<file path="src/design/ccs_pkg.sv">
`default_nettype none

package ccs_pkg;

  localparam logic [7:0] CH_SLASH = 8'h2F;
  localparam logic [7:0] CH_STAR  = 8'h2A;
  localparam logic [7:0] CH_NL    = 8'h0A;

  typedef enum logic [2:0] {
    MODE_NORMAL     = 3'd0,
    MODE_SLASH      = 3'd1,
    MODE_LINE       = 3'd2,
    MODE_BLOCK      = 3'd3,
    MODE_BLOCK_STAR = 3'd4
  } scan_mode_t;

  // One output word: text byte plus end-of-run flag.
  typedef struct packed {
    logic [7:0] data;
    logic       last;
  } out_word_t;

  // What the scanner produces for one input byte.
  typedef struct packed {
    logic [1:0] n;
    logic [7:0] b0;
    logic [7:0] b1;
    scan_mode_t mode;
    logic       code_on_line;
  } scan_res_t;

endpackage

`default_nettype wire

</file>
<file path="src/design/c_comment_stripper.sv">
`default_nettype none

// Streaming C/C++ comment remover. Takes one source byte per cycle and emits the
// comment-free text; a byte that yields two words (a held slash released before
// an ordinary byte) pushes both into a four-word output queue in one go, so
// sustained input rate is one byte per cycle unless the sink stalls.
// Input is taken whenever the queue has room for two words. Results are
// registered in the output queue; out_run_end marks the last word a byte caused.
// A byte with in_text_end set flushes a held slash and returns the block to its
// reset state, dropping any unterminated comment.

module c_comment_stripper
  import ccs_pkg::*;
(
  input  wire logic       clk,
  input  wire logic       rst_n,
  input  wire logic       in_valid,
  output logic            in_ready,
  input  wire logic [7:0] in_byte,
  input  wire logic       in_text_end,
  output logic            out_valid,
  input  wire logic       out_ready,
  output logic [7:0]      out_byte,
  output logic            out_run_end
);

  scan_mode_t mode_r, mode_nxt;
  logic       col_r, col_nxt;
  scan_res_t  res;
  logic       in_acc;
  logic [1:0] push_n;
  out_word_t  w0, w1, ow;
  logic       room2;

  ccs_scan u_scan (
    .mode         (mode_r),
    .code_on_line (col_r),
    .in_byte      (in_byte),
    .in_text_end  (in_text_end),
    .res          (res)
  );

  assign in_ready = room2;
  assign in_acc   = in_valid && in_ready;

  always_comb begin
    push_n   = in_acc ? res.n : 2'd0;
    w0.data  = res.b0;
    w0.last  = (res.n == 2'd1);
    w1.data  = res.b1;
    w1.last  = 1'b1;
    mode_nxt = in_acc ? res.mode : mode_r;
    col_nxt  = in_acc ? res.code_on_line : col_r;
  end

  always_ff @(posedge clk) begin
    if (!rst_n) begin
      mode_r <= MODE_NORMAL;
      col_r  <= 1'b0;
    end else begin
      mode_r <= mode_nxt;
      col_r  <= col_nxt;
    end
  end

  ccs_out_fifo u_fifo (
    .clk       (clk),
    .rst_n     (rst_n),
    .push_n    (push_n),
    .push_w0   (w0),
    .push_w1   (w1),
    .room2     (room2),
    .out_valid (out_valid),
    .out_ready (out_ready),
    .out_word  (ow)
  );

  assign out_byte    = ow.data;
  assign out_run_end = ow.last;

  a_end_resets: assert property (@(posedge clk) disable iff (!rst_n)
    (in_acc && in_text_end) |=> (mode_r == MODE_NORMAL && !col_r))
    else $error("final byte did not return scanner to reset state");

  a_hold_idle: assert property (@(posedge clk) disable iff (!rst_n)
    (!in_acc && $past(rst_n)) |=> (mode_r == $past(mode_r) && col_r == $past(col_r)))
    else $error("scanner state moved without an accepted word");

  a_line_silent: assert property (@(posedge clk) disable iff (!rst_n)
    (mode_r == MODE_LINE) |-> (res.n == 2'd0))
    else $error("line comment produced output");

endmodule

`default_nettype wire

</file>
<file path="src/design/ccs_scan.sv">
`default_nettype none

module ccs_scan
  import ccs_pkg::*;
(
  input  wire scan_mode_t mode,
  input  wire logic       code_on_line,
  input  wire logic [7:0] in_byte,
  input  wire logic       in_text_end,
  output scan_res_t       res
);

  always_comb begin
    logic [1:0] n;
    logic [7:0] b0;
    logic [7:0] b1;
    scan_mode_t m;
    logic       col;
    logic       plain;
    n     = 2'd0;
    b0    = 8'h00;
    b1    = 8'h00;
    m     = mode;
    col   = code_on_line;
    plain = 1'b0;

    unique case (mode)
      MODE_SLASH: begin
        if (in_byte == CH_SLASH) begin
          m = MODE_LINE;
          if (code_on_line) begin
            n  = 2'd1;
            b0 = CH_NL;
          end
        end else if (in_byte == CH_STAR) begin
          m = MODE_BLOCK_STAR;
        end else begin
          // Held slash was ordinary text: release it, then treat the byte as code.
          m     = MODE_NORMAL;
          col   = 1'b1;
          n     = 2'd1;
          b0    = CH_SLASH;
          plain = 1'b1;
        end
      end
      MODE_LINE: begin
        if (in_byte == CH_NL) m = MODE_NORMAL;
      end
      MODE_BLOCK, MODE_BLOCK_STAR: begin
        if (mode == MODE_BLOCK_STAR && in_byte == CH_SLASH) begin
          m = MODE_NORMAL;
        end else begin
          m = (in_byte == CH_STAR) ? MODE_BLOCK_STAR : MODE_BLOCK;
          if (in_byte == CH_NL) begin
            n  = 2'd1;
            b0 = CH_NL;
          end
        end
      end
      default: begin
        m     = MODE_NORMAL;
        plain = 1'b1;
      end
    endcase

    if (plain) begin
      if (in_byte == CH_SLASH) begin
        m = MODE_SLASH;
      end else begin
        col = (in_byte != CH_NL);
        if (n == 2'd0) begin
          b0 = in_byte;
        end else begin
          b1 = in_byte;
        end
        n = n + 2'd1;
      end
    end

    if (in_text_end) begin
      // Flush a held slash, then return to the reset state.
      if (m == MODE_SLASH) begin
        if (n == 2'd0) begin
          b0 = CH_SLASH;
        end else begin
          b1 = CH_SLASH;
        end
        n = n + 2'd1;
      end
      m   = MODE_NORMAL;
      col = 1'b0;
    end

    res.n            = n;
    res.b0           = b0;
    res.b1           = b1;
    res.mode         = m;
    res.code_on_line = col;
  end

endmodule

`default_nettype wire

</file>
<file path="src/design/ccs_out_fifo.sv">
`default_nettype none

module ccs_out_fifo
  import ccs_pkg::*;
(
  input  wire logic       clk,
  input  wire logic       rst_n,
  input  wire logic [1:0] push_n,
  input  wire out_word_t  push_w0,
  input  wire out_word_t  push_w1,
  output logic            room2,
  output logic            out_valid,
  input  wire logic       out_ready,
  output out_word_t       out_word
);

  out_word_t  mem_r [4];
  logic [1:0] wr_ptr_r, wr_ptr_nxt;
  logic [1:0] rd_ptr_r, rd_ptr_nxt;
  logic [2:0] count_r, count_nxt;
  logic       pop;

  assign out_valid = (count_r != 3'd0);
  assign pop       = out_valid && out_ready;
  assign room2     = (count_r <= 3'd2);
  assign out_word  = mem_r[rd_ptr_r];

  always_comb begin
    wr_ptr_nxt = wr_ptr_r + push_n;
    rd_ptr_nxt = rd_ptr_r + {1'b0, pop};
    count_nxt  = count_r + {1'b0, push_n} - {2'b00, pop};
  end

  always_ff @(posedge clk) begin
    if (!rst_n) begin
      wr_ptr_r <= 2'd0;
      rd_ptr_r <= 2'd0;
      count_r  <= 3'd0;
    end else begin
      wr_ptr_r <= wr_ptr_nxt;
      rd_ptr_r <= rd_ptr_nxt;
      count_r  <= count_nxt;
    end
  end

  always_ff @(posedge clk) begin
    if (push_n != 2'd0) mem_r[wr_ptr_r] <= push_w0;
    if (push_n == 2'd2) mem_r[wr_ptr_r + 2'd1] <= push_w1;
  end

  a_count_bound: assert property (@(posedge clk) disable iff (!rst_n)
    count_r <= 3'd4)
    else $error("output queue count out of range");

  a_no_overflow: assert property (@(posedge clk) disable iff (!rst_n)
    (push_n != 2'd0) |-> room2)
    else $error("push into full output queue");

  a_count_track: assert property (@(posedge clk) disable iff (!rst_n)
    $past(rst_n) |-> ((wr_ptr_r - rd_ptr_r) == count_r[1:0]))
    else $error("queue pointers disagree with count");

endmodule

`default_nettype wire

</file>
<file path="config.mk">
export PLATFORM = sky130hd
export DESIGN_NAME = c_comment_stripper
export DESIGN_NICKNAME = d
export VERILOG_FILES = /design/src/design/ccs_pkg.sv /design/src/design/c_comment_stripper.sv /design/src/design/ccs_scan.sv /design/src/design/ccs_out_fifo.sv
export SDC_FILE = /design/constraint.sdc
export NUM_CORES = 1
export LEC_CHECK = 0
export BUFFER_PORTS_ARGS = -buffer_cell sky130_fd_sc_hd__buf_4
export CORE_MARGIN = 2
export CORE_UTILIZATION = 45
export CTS_BUF_LIST = sky130_fd_sc_hd__clkbuf_4
export CTS_CLUSTER_DIAMETER = 150
export DETAILED_ROUTE_END_ITERATION = 12
export HOLD_SLACK_MARGIN = 0.02
export SLEW_MARGIN = 20
export SYNTH_ARGS = -nofsm -noshare
export SYNTH_HDL_FRONTEND = slang
export SYNTH_HIERARCHICAL = 1
export SYNTH_SLANG_ARGS = --single-unit
</file>
<file path="constraint.sdc">
create_clock -name clk -period 3.9 [get_ports clk]
set_input_delay 0.195 -clock clk [delete_from_list [all_inputs] [get_ports clk]]
set_output_delay 0.195 -clock clk [all_outputs]
set_load 0.03 [all_outputs]
</file>
; Word level (Yosys, flattened, before mapping)
; Memory sizes are Yosys's and may differ from the RTL's. A register that Yosys moved wholly into a read port is not among the register bits.
; Index checks and enable logic that the tools add are counted.
[word_totals]
out_inout_bits = 11
inputBits = 13
ram_bits = 36
n_memories = 1
word_cells = 86
register_bits = 11
[mem_list]
columns = memory, words, width, rd, rd_clocked_by_memory_dff, wr, line
row1 = u_fifo.mem_r, 4, 9, 1, 1, 2, ccs_out_fifo.sv:17  ; out_word_t mem_r [4];
[op_classes]
n_addsub = 7
reduce_logical = 9
mux = 52
n_eq_ne = 11
magnitude_cmp = 1
[op_table]
columns = operator, n
row1 = two-way mux 8 bit, 14
row2 = two-way mux 3 bit, 8
row3 = "equality test 8 x 6 -> 1 bit, second input constant", 2
row4 = two-way mux 2 bit, 8
row5 = case mux 8 bit (2 select lines), 1
row6 = two-way mux 1 bit, 15
row7 = case mux 3 bit (3 select lines), 1
row8 = "equality test 8 x 4 -> 1 bit, second input constant", 1
row9 = two-way mux 4 bit, 2
row10 = "inequality test 8 x 4 -> 1 bit, second input constant", 1
row11 = "adder 2 x 1 -> 2 bit, second input constant", 3
row12 = "equality test 3 x 1 -> 1 bit, second input constant", 2
row13 = "equality test 3 x 2 -> 1 bit, second input constant", 2
row14 = two-way mux 6 bit, 1
row15 = zero test 2 bit, 2
row16 = case mux 2 bit (2 select lines), 1
row17 = adder 3 x 2 -> 3 bit, 1
row18 = "equality test 3 bit, second input constant", 1
row19 = "less-or-equal comparator 3 x 2 -> 1 bit, second input constant", 1
row20 = logical AND 1 bit, 3
row21 = nonzero test 3 bit, 1
row22 = OR reduction 3 bit, 1
row23 = subtractor 3 x 1 -> 3 bit, 1
row24 = adder 2 x 1 -> 2 bit, 1
row25 = 6 further kinds, 6

; Depth between registers and ports, before layout
; Gate-level depths: netlist (run 1).
[logic_depth]
depth_word = 14
ltp_mapped = 15
mapped_depth_nobuf = 13

; Modules after synthesis
; Netlist (run 1), hierarchy kept.
[by_module_without_submodules]
columns = mod, area_per_inst_um2, instances, cells_per_inst
row1 = ccs_out_fifo, 2238.4, 1, 133
row2 = ccs_scan, 598.1, 1, 79
row3 = c_comment_stripper, 176.4, 1, 22

; Least setup slack after synthesis (run 1)
; Ideal clock, no wire load.
[synth_path]
path_kind = register -> register
from = reg mode_r[2]
to = mem u_fifo/mem_r[0][0] in the netlist's numbering (enable)
synth_period_minus_slack_ns = 3.376
arrival_time_ns = 2.986
stages_incl_launch_ff = 11
required_ns = 3.510
path_slack_ns = 0.524
path_cell_list = dfxtp_1 -> or3b_4 -> a2111oi_4 -> o211ai_1 -> a21o_1 -> ha_1 -> a21o_1 -> and3_1 -> buf_2 -> nor2_1 -> o31ai_1
[synth_rtl]
columns = element, line
row1 = start: declaration, c_comment_stripper.sv:27  ; scan_mode_t mode_r, mode_nxt;
row2 = start signal: assignment, c_comment_stripper.sv:61  ; mode_r <= mode_nxt;
row3 = end: declaration, ccs_out_fifo.sv:17

==> summary.md, run 1 <==
| Metric | Value |
|---|---|
| Crit-path max FO | 9 |
| Max-Slew Margin vs Limit | between 50% and 60% |
| Final min period | 3510 ps |
| Most frequent cell after synthesis | edfxtp_1 |
| Vias/cell | roughly 5.7 |
| Ports | 24 |
| Ys async rst share | 0% |
| Post-CTS setup buffers | 0 |
| Setup_tns | 0 ps |
| Worst setup SP type | flip-flop |
| Cts hold-fix bufs | 0 |
| FP Rows | 29 |
| Max Slew Vio Count | 0 |
| Status | finished clean |
| Die height | about 86 µm |
| Yosys top cell area share | 35.9% |
| Worst reg2reg path depth | 13 |
| GRT overflow | 0 |
| Post-synth cell types | 59 |
| Sink Count | 47 |
| Critical Path Sink Type | flip-flop |
| Final GP Congestion | roughly 0.83 |
| YS warnings | 6 |
| Tcrit/Tclk final | 90.1% |
| Synth area leader | edfxtp_1 |
| Hold depth | 3 |
| Worst-skew pair later-pin latency | 350 ps |
| Synth top area cells | edfxtp_1 36%, mux2_2 10%, dfxtp_1 7.3% |
| Initial antenna violation count | 0 |
| Max cap viols | 0 |
| Final hold vios | 0 |
| Pwr Total | between 1000 and 1500 µW |
| Worst slew pin tran | 685 ps |
| Max IR drop VDD | between 0.00015 and 0.0002 V |
| Clk root buf | clkbuf_4 |
| CP Data Arrival Time | between 3000 and 4000 ps |
| Critical path class | flip-flop to flip-flop |
| Critical path's largest stage delay | roughly 480 ps |
| RSZ-0062 raised after global routing | false |
| CORE AREA | about 6400 µm² |
| Layout area overhead | 11.5% |
| Final Routed Wirelength | 5960 µm |
| Register area share after synthesis | a little over two fifths |
| Worst reg-to-reg setup slack | around 390 ps |
| Synth top cells by count | 36 x edfxtp_1, 27 x mux2_2, 12 x nand2_1, 11 x dfxtp_1 |
| Avg Inst Size Synth | 12.9 µm² |
| DRC | 0 |
| Clock Pin Slew Worst Setup and Hold Paths | 140 ps |
| Routed len/inst | ~17 µm |
| Largest net degree at the start of global routing | 18 |
| CTS tree | done |
| Longest Clk Path Bufs | 2 |
| Worst path cell trace | or3b_4, a2111oi_4, o211ai_1, a21o_1, ha_1, a21o_1, and3_1, inv_1, ha_1, inv_1, fa_1, xnor3_1, nor2b_1 |
| Total CTS buffers | 5 |
| CTS HTree Levels | 2 |
| Fin nets | about 280 |
| Final setup viols | 0 |
| Post-synth EDFFs | 36 |
| Die width | approximately 86 µm |
| Number of global-route vias before repair | between 1,500 and 2,000 |
| DR iter-0 viols | 81 |
| Share of cells above drive strength 1 | slightly below 40% |
| PortBufs | 23 |
| CP Data Required Time | about 4200 ps |
| Post-CTS sizing | 0 |
| Die area | around 7400 µm² |
| Total GRT Usage | between 15 and 20% |
| CP max stage cell | dfxtp_1 |
| First-pass DRT Iterations | 6 |
| HP Class | input pin to flip-flop |
| Initial Util | around 47% |
| Leakage power | approximately 0.0012 µW |
| Post-DRT Antenna Nets | 0 |
| Clock Skews | about 8.4 ps |
| Cells after Synth | between 200 and 250 |
| Mapped cell area | approximately 3000 µm² |
| Post-synth top flop | edfxtp_1 |
| Seq cells post-synth | 47 |
| PwrDens | between 400 and 500 nW/µm² |
| Post-DP HPWL | ~4400 µm |
| Fmax | around 280 MHz |
| First-pass GRT wire length | 9940 µm |
| Vias post-DR | roughly 1,900 |
| N_diodes | 0 |
==> kinds of logic (layout without fill, tap and decap cells) <==
logic type      Yosys count  in the layout  synth area share (%)
compound gates           38             38                  10.5
xor+xnor                  4              4                  2.08
mux                      49             49                  22.6
fa+ha+maj                 5              5                  2.33
simple gates             69             69                  15.0
flops                    47             47                  43.2
other cells               1              4                 0.124
buf+inv                  21             49                  4.19
==> worst max-delay path, delay by kind of cell, from the launching register on <==
kind / cells / cell delay (ps)
AO/OA/AOI/OAI: 4 / 820
XOR/XNOR: 1 / 180
adder cells (fa/ha/maj): 3 / 970
buffers and inverters: 2 / 130
flip-flops: 1 / 480
AND/OR/NAND/NOR: 3 / 870
==> sequential cells by signal, indices dropped and copies added, names as in the netlist <==
register,flops
u_fifo/mem_r,36
mode_r,3
col_r,1
u_fifo/rd_ptr_r,2
u_fifo/count_r,3
u_fifo/wr_ptr_r,2
==> layout make-up <==
| type | count | area, µm² |
|---|---|---|
| Tap cell | 77 | 96.3 |
| Sequential cell | 47 | 1300 |
| Clock buffer | 5 | 37.5 |
| Timing Repair Buffer | 34 | 255 |
| Inverter | 7 | 26.3 |
| Multi-Input combinational cell | 169 | 1600 |
| Clock inverter | 3 | 38.8 |
| Fill cell | 551 | 3060 |
==> per-stage QoR <==
stage / cells / cell area [µm²] / util, % / worst slack, ps / hold WS [ps]
after global placement: 334 / 3280 / 51.1 / 411 / 456
after global routing: 342 / 3360 / 52.3 / 148 / 129
after CTS: 342 / 3360 / 52.3 / 377 / 102
after detailed placement: 334 / 3280 / 51.1 / 401 / 465
after floorplan: 237 / 3020 / - / 524 / 317
final: 342 / 3360 / 52.3 / 387 / 138
==> per-layer routing <==
layer  up-vias  share of wire [%]  global-route usage (%)
met4         0                1.3                    5.34
met1       946                 50                    25.2
li1        959                  -                       -
met3         7                2.8                    2.89
met5         -                  0                       0
met2        36                 46                    27.9
==> cell usage in the layout, fill, tap and decap left out, types with 7 or more instances in the layout <==
master    count
dfxtp_1      11
nand2_1      12
mux2_4        9
mux2_2       27
inv_1         7
buf_4        34
nor2_1        7
mux4_2        9
edfxtp_1     36
==> power by group <==
| group | total [µW] | internal, µW | switching [µW] |
|---|---|---|---|
| sequential | 677 | 608 | 68.5 |
| combinational | 506 | 249 | 257 |
| clock | 286 | 132 | 154 |
| total | 1470 | 990 | 479 |
==> final timing paths <==
| check | startpoint | endpoint |
|---|---|---|
| max | mode_r[2]$_SDFFE_PN0P_ | u_fifo/count_r[2]$_SDFF_PN0_ |
| min | in_valid | col_r$_SDFFE_PN0P_ |
| max reg2reg | mode_r[2]$_SDFFE_PN0P_ | u_fifo/count_r[2]$_SDFF_PN0_ |
| min reg2reg | col_r$_SDFFE_PN0P_ | col_r$_SDFFE_PN0P_ |
(Power assumes the default switching activity.)
==> inputs of run 2 (changes only) <==
PLACE_DENSITY = 0.65   (was default)
clock period = 3.1 ns   (was 3.9 ns; I/O delays follow)
==> run 2 against run 1 <==
The run now ends with design-rule violations, negative setup slack left. Critical path depth down 2. Clock-buffer cell count is the same. Die area did not move. Clock power increased by 36%. Hold slack lost 48 ps. Clock skew increased by 16 ps. Register-to-register slack got worse by 500 ps. Combinational power is 41% higher. Critical endpoint is now u_fifo/mem_r[2][1]$_DFFE_PP_. Largest power group unchanged. Highest routed layer unchanged.
==> summary.md, run 2 (synthesis results as in run 1) <==
| Metric | Value |
|---|---|
| Status | finished, violations left |
| Failing checks | design-rule violations, negative setup slack |
| Post-DP HPWL | 4750 µm (+8.3%) |
| Crit-path max FO | 5 (-4) |
| Switching pwr | 654 µW (+36%) |
| First-pass DRT Iterations | 9 (+3) |
| Max reg flops | 36 (unchanged) |
| Sequential share of power | 43.7% (-2.4 points) |
| Clock Power Share | 19.9% (+0.4 points) |
| Ports | 24 (unchanged) |
| Logic gate share of total power | 36.5% (+2.0 points) |
| Worst-skew pair later-pin latency | 370 ps (+20 ps) |
| CP max stage cell | or3b_4 |
| Cts hold-fix bufs | 0 (unchanged) |
| CTS HTree Levels | 2 (unchanged) |
| PortBufs | 23 (unchanged) |
| PwrDens | 513 nW/µm² (+17%) |
| CORE AREA | 6420 µm² (unchanged) |
| Critical Path Sink Type | flip-flop |
| Die area | 7370 µm² (unchanged) |
| Max IR drop VDD | 0.000202 V (+1.5%) |
| Worst slew pin tran | 682 ps (-2.61 ps) |
| Vias post-DR | 2,124 (+9.0%) |
| Max-Slew Margin vs Limit | 54.5% (+0.17 points) |
| Routed len/inst | 17.7 µm (+1.8%) |
| Total GRT Usage | 19.4% (+1.7 points) |
| Int Pwr | 1310 µW (+32%) |
| Number of global-route vias before repair | 2,146 (+18%) |
| Sink Count | 47 (unchanged) |
| Sw Ratio | 33.3% (+0.70 points) |
| Clk root buf | clkbuf_4 |
| Final min period | 3220 ps (-298 ps) |
| CP Data Arrival Time | 3340 ps (-480 ps) |
| Most frequent cells in the layout | 57 x buf_4, 36 x edfxtp_1, 30 x mux2_4, 12 x nand2_1, 9 x mux4_2 |
| DR iter-0 viols | 126 (+56%) |
| N_diodes | 0 (unchanged) |
| Longest Clk Path Bufs | 2 (unchanged) |
| Worst path cell trace | or3b_4, a2111oi_4, o211ai_1, a21o_1, ha_1, a21o_1, and3_4, buf_6, nor4bb_4, buf_6, mux2_4 |
| CTS tree | done |
| Worst setup SP type | flip-flop |
| Pre-CTS setup slack | -193 ps (-594 ps) |
| GRT overflow | 0 (unchanged) |
| Tcrit/Tclk final | 104% (+14 points) |
| DRC | 1 (+1) |
| CP Data Required Time | 3220 ps (-980 ps) |
| Final Non-Filler Cells | 373 (+9.1%) |
| Worst reg2reg path depth | 11 (-2) |
| FP Rows | 29 (unchanged) |
| Die width | 85.8 µm (unchanged) |
| Final Routed Wirelength | 6620 µm (+11%) |
| Largest regs | u_fifo/mem_r x36, mode_r x3, u_fifo/count_r x3 |
| Fin nets | 313 (+11%) |
| Fmax | 311 MHz (+9.3%) |
| Filler Cell Count | 526 (-4.5%) |
| Final hold vios | 0 (unchanged) |
| Post-DRT Antenna Nets | 0 (unchanged) |
| Layout area overhead | 26.9% |
| Worst slack on hold paths | 89.9 ps (-48.1 ps) |
| Die height | 85.8 µm (unchanged) |
| Initial antenna violation count | 0 (unchanged) |
| Fin worst setup slack | -116 ps (-502 ps) |
| Final Util | 59.5% (+7.2 points) |
| Final setup viols | 50 (+50) |
| Max cap viols | 0 (unchanged) |
| Total CTS buffers | 5 (unchanged) |
| Initial Util | 46.9% (unchanged) |
| Biggest register | u_fifo/mem_r |
| Leading cell type in the layout, fill and taps excluded | buf_4 |
| Share of cells above drive strength 1 | 50.0% (+11 points) |
| Hold depth | 3 (unchanged) |
| Vias/cell | 5.69 (about the same) |
| Inst Count DP | 358 (+7.2%) |
| HP Class | input pin to flip-flop |
| Max Slew Vio Count | 0 (unchanged) |
| Clock Pin Slew Worst Setup and Hold Paths | 150 ps (about the same) |
| Largest net degree at the start of global routing | 18 (unchanged) |
| Critical path class | flip-flop to flip-flop |
| First-pass GRT wire length | 11,000 µm (+11%) |
| Final GP Congestion | 0.929 (+12%) |
| RSZ-0062 raised after global routing | true |
| Leakage power | 0.00150 µW (+23%) |
| Pwr Total | 1960 µW (+34%) |
| Critical path's largest stage delay | 400 ps (-80 ps) |
| Clock Skews | 24.4 ps (+16.0 ps) |
==> run 2: metal layers <==
metal	wire length, µm	vias up	part of all wire [%]	GRT usage, %
met2	3410	43	52	33.1
met4	122	0	1.8	5.48
met5	0	-	0	0
met3	191	8	2.9	2.98
li1	-	1026	-	-
met1	2890	1047	44	25.7
==> run 2: cell type report <==
cell class / instances / area, µm² / area share [%]
clock buffer: 5 / 37.5 / 0.982
tap: 77 / 96.3 / 2.52
sequential: 47 / 1310 / 34.2
clock inverter: 3 / 46.3 / 1.21
timing repair buffer: 65 / 567 / 14.8
inverter: 7 / 26.3 / 0.687
multi-input combinational: 169 / 1740 / 45.6
==> run 2: final timing paths <==
kind | startpoint | endpoint | slack [ps]
max | mode_r[2]$_SDFFE_PN0P_ | u_fifo/mem_r[2][1]$_DFFE_PP_ | -120
min reg2reg | col_r$_SDFFE_PN0P_ | col_r$_SDFFE_PN0P_ | 490
max reg2reg | mode_r[2]$_SDFFE_PN0P_ | u_fifo/mem_r[2][1]$_DFFE_PP_ | -120
min | in_valid | mode_r[0]$_SDFFE_PN0P_ | 90
==> run 2: stage by stage <==
step | setup TNS [ps] | instance area [µm²]
after CTS | -4280 | 3730
after global routing | -9300 | 3820
final | -3240 | 3820
after detailed placement | -8760 | 3530
after floorplan | -2020 | 3060
after global placement | -5190 | 3530
==> run 2: critical path, delay by kind of cell, from the launching register on <==
kind	cells	cell delay, ps
mux	1	300
flops	1	380
compound gates	4	870
buf+inv	2	300
simple gates	3	850
fa+ha+maj	1	270
==> run 2: what timing repair did <==
| item | CTS | global route |
|---|---|---|
| gates cloned | 1 | 1 |
| endpoints found under the setup margin | 74 | 74 |
| gates resized for setup | 22 | 15 |
| pin swaps | 2 | 5 |
| buffers inserted | 3 | 3 |
==> run 2: power by group through the flow <==
| stage | clock network, µW | logic, µW | registers [µW] |
|---|---|---|---|
| after floorplan | 0 | 522 | 809 |
| after global placement | 0 | 672 | 868 |
| after detailed placement | 0 | 683 | 872 |
| after CTS | 395 | 710 | 859 |
| after global routing | 425 | 771 | 873 |
| final | 390 | 715 | 857 |
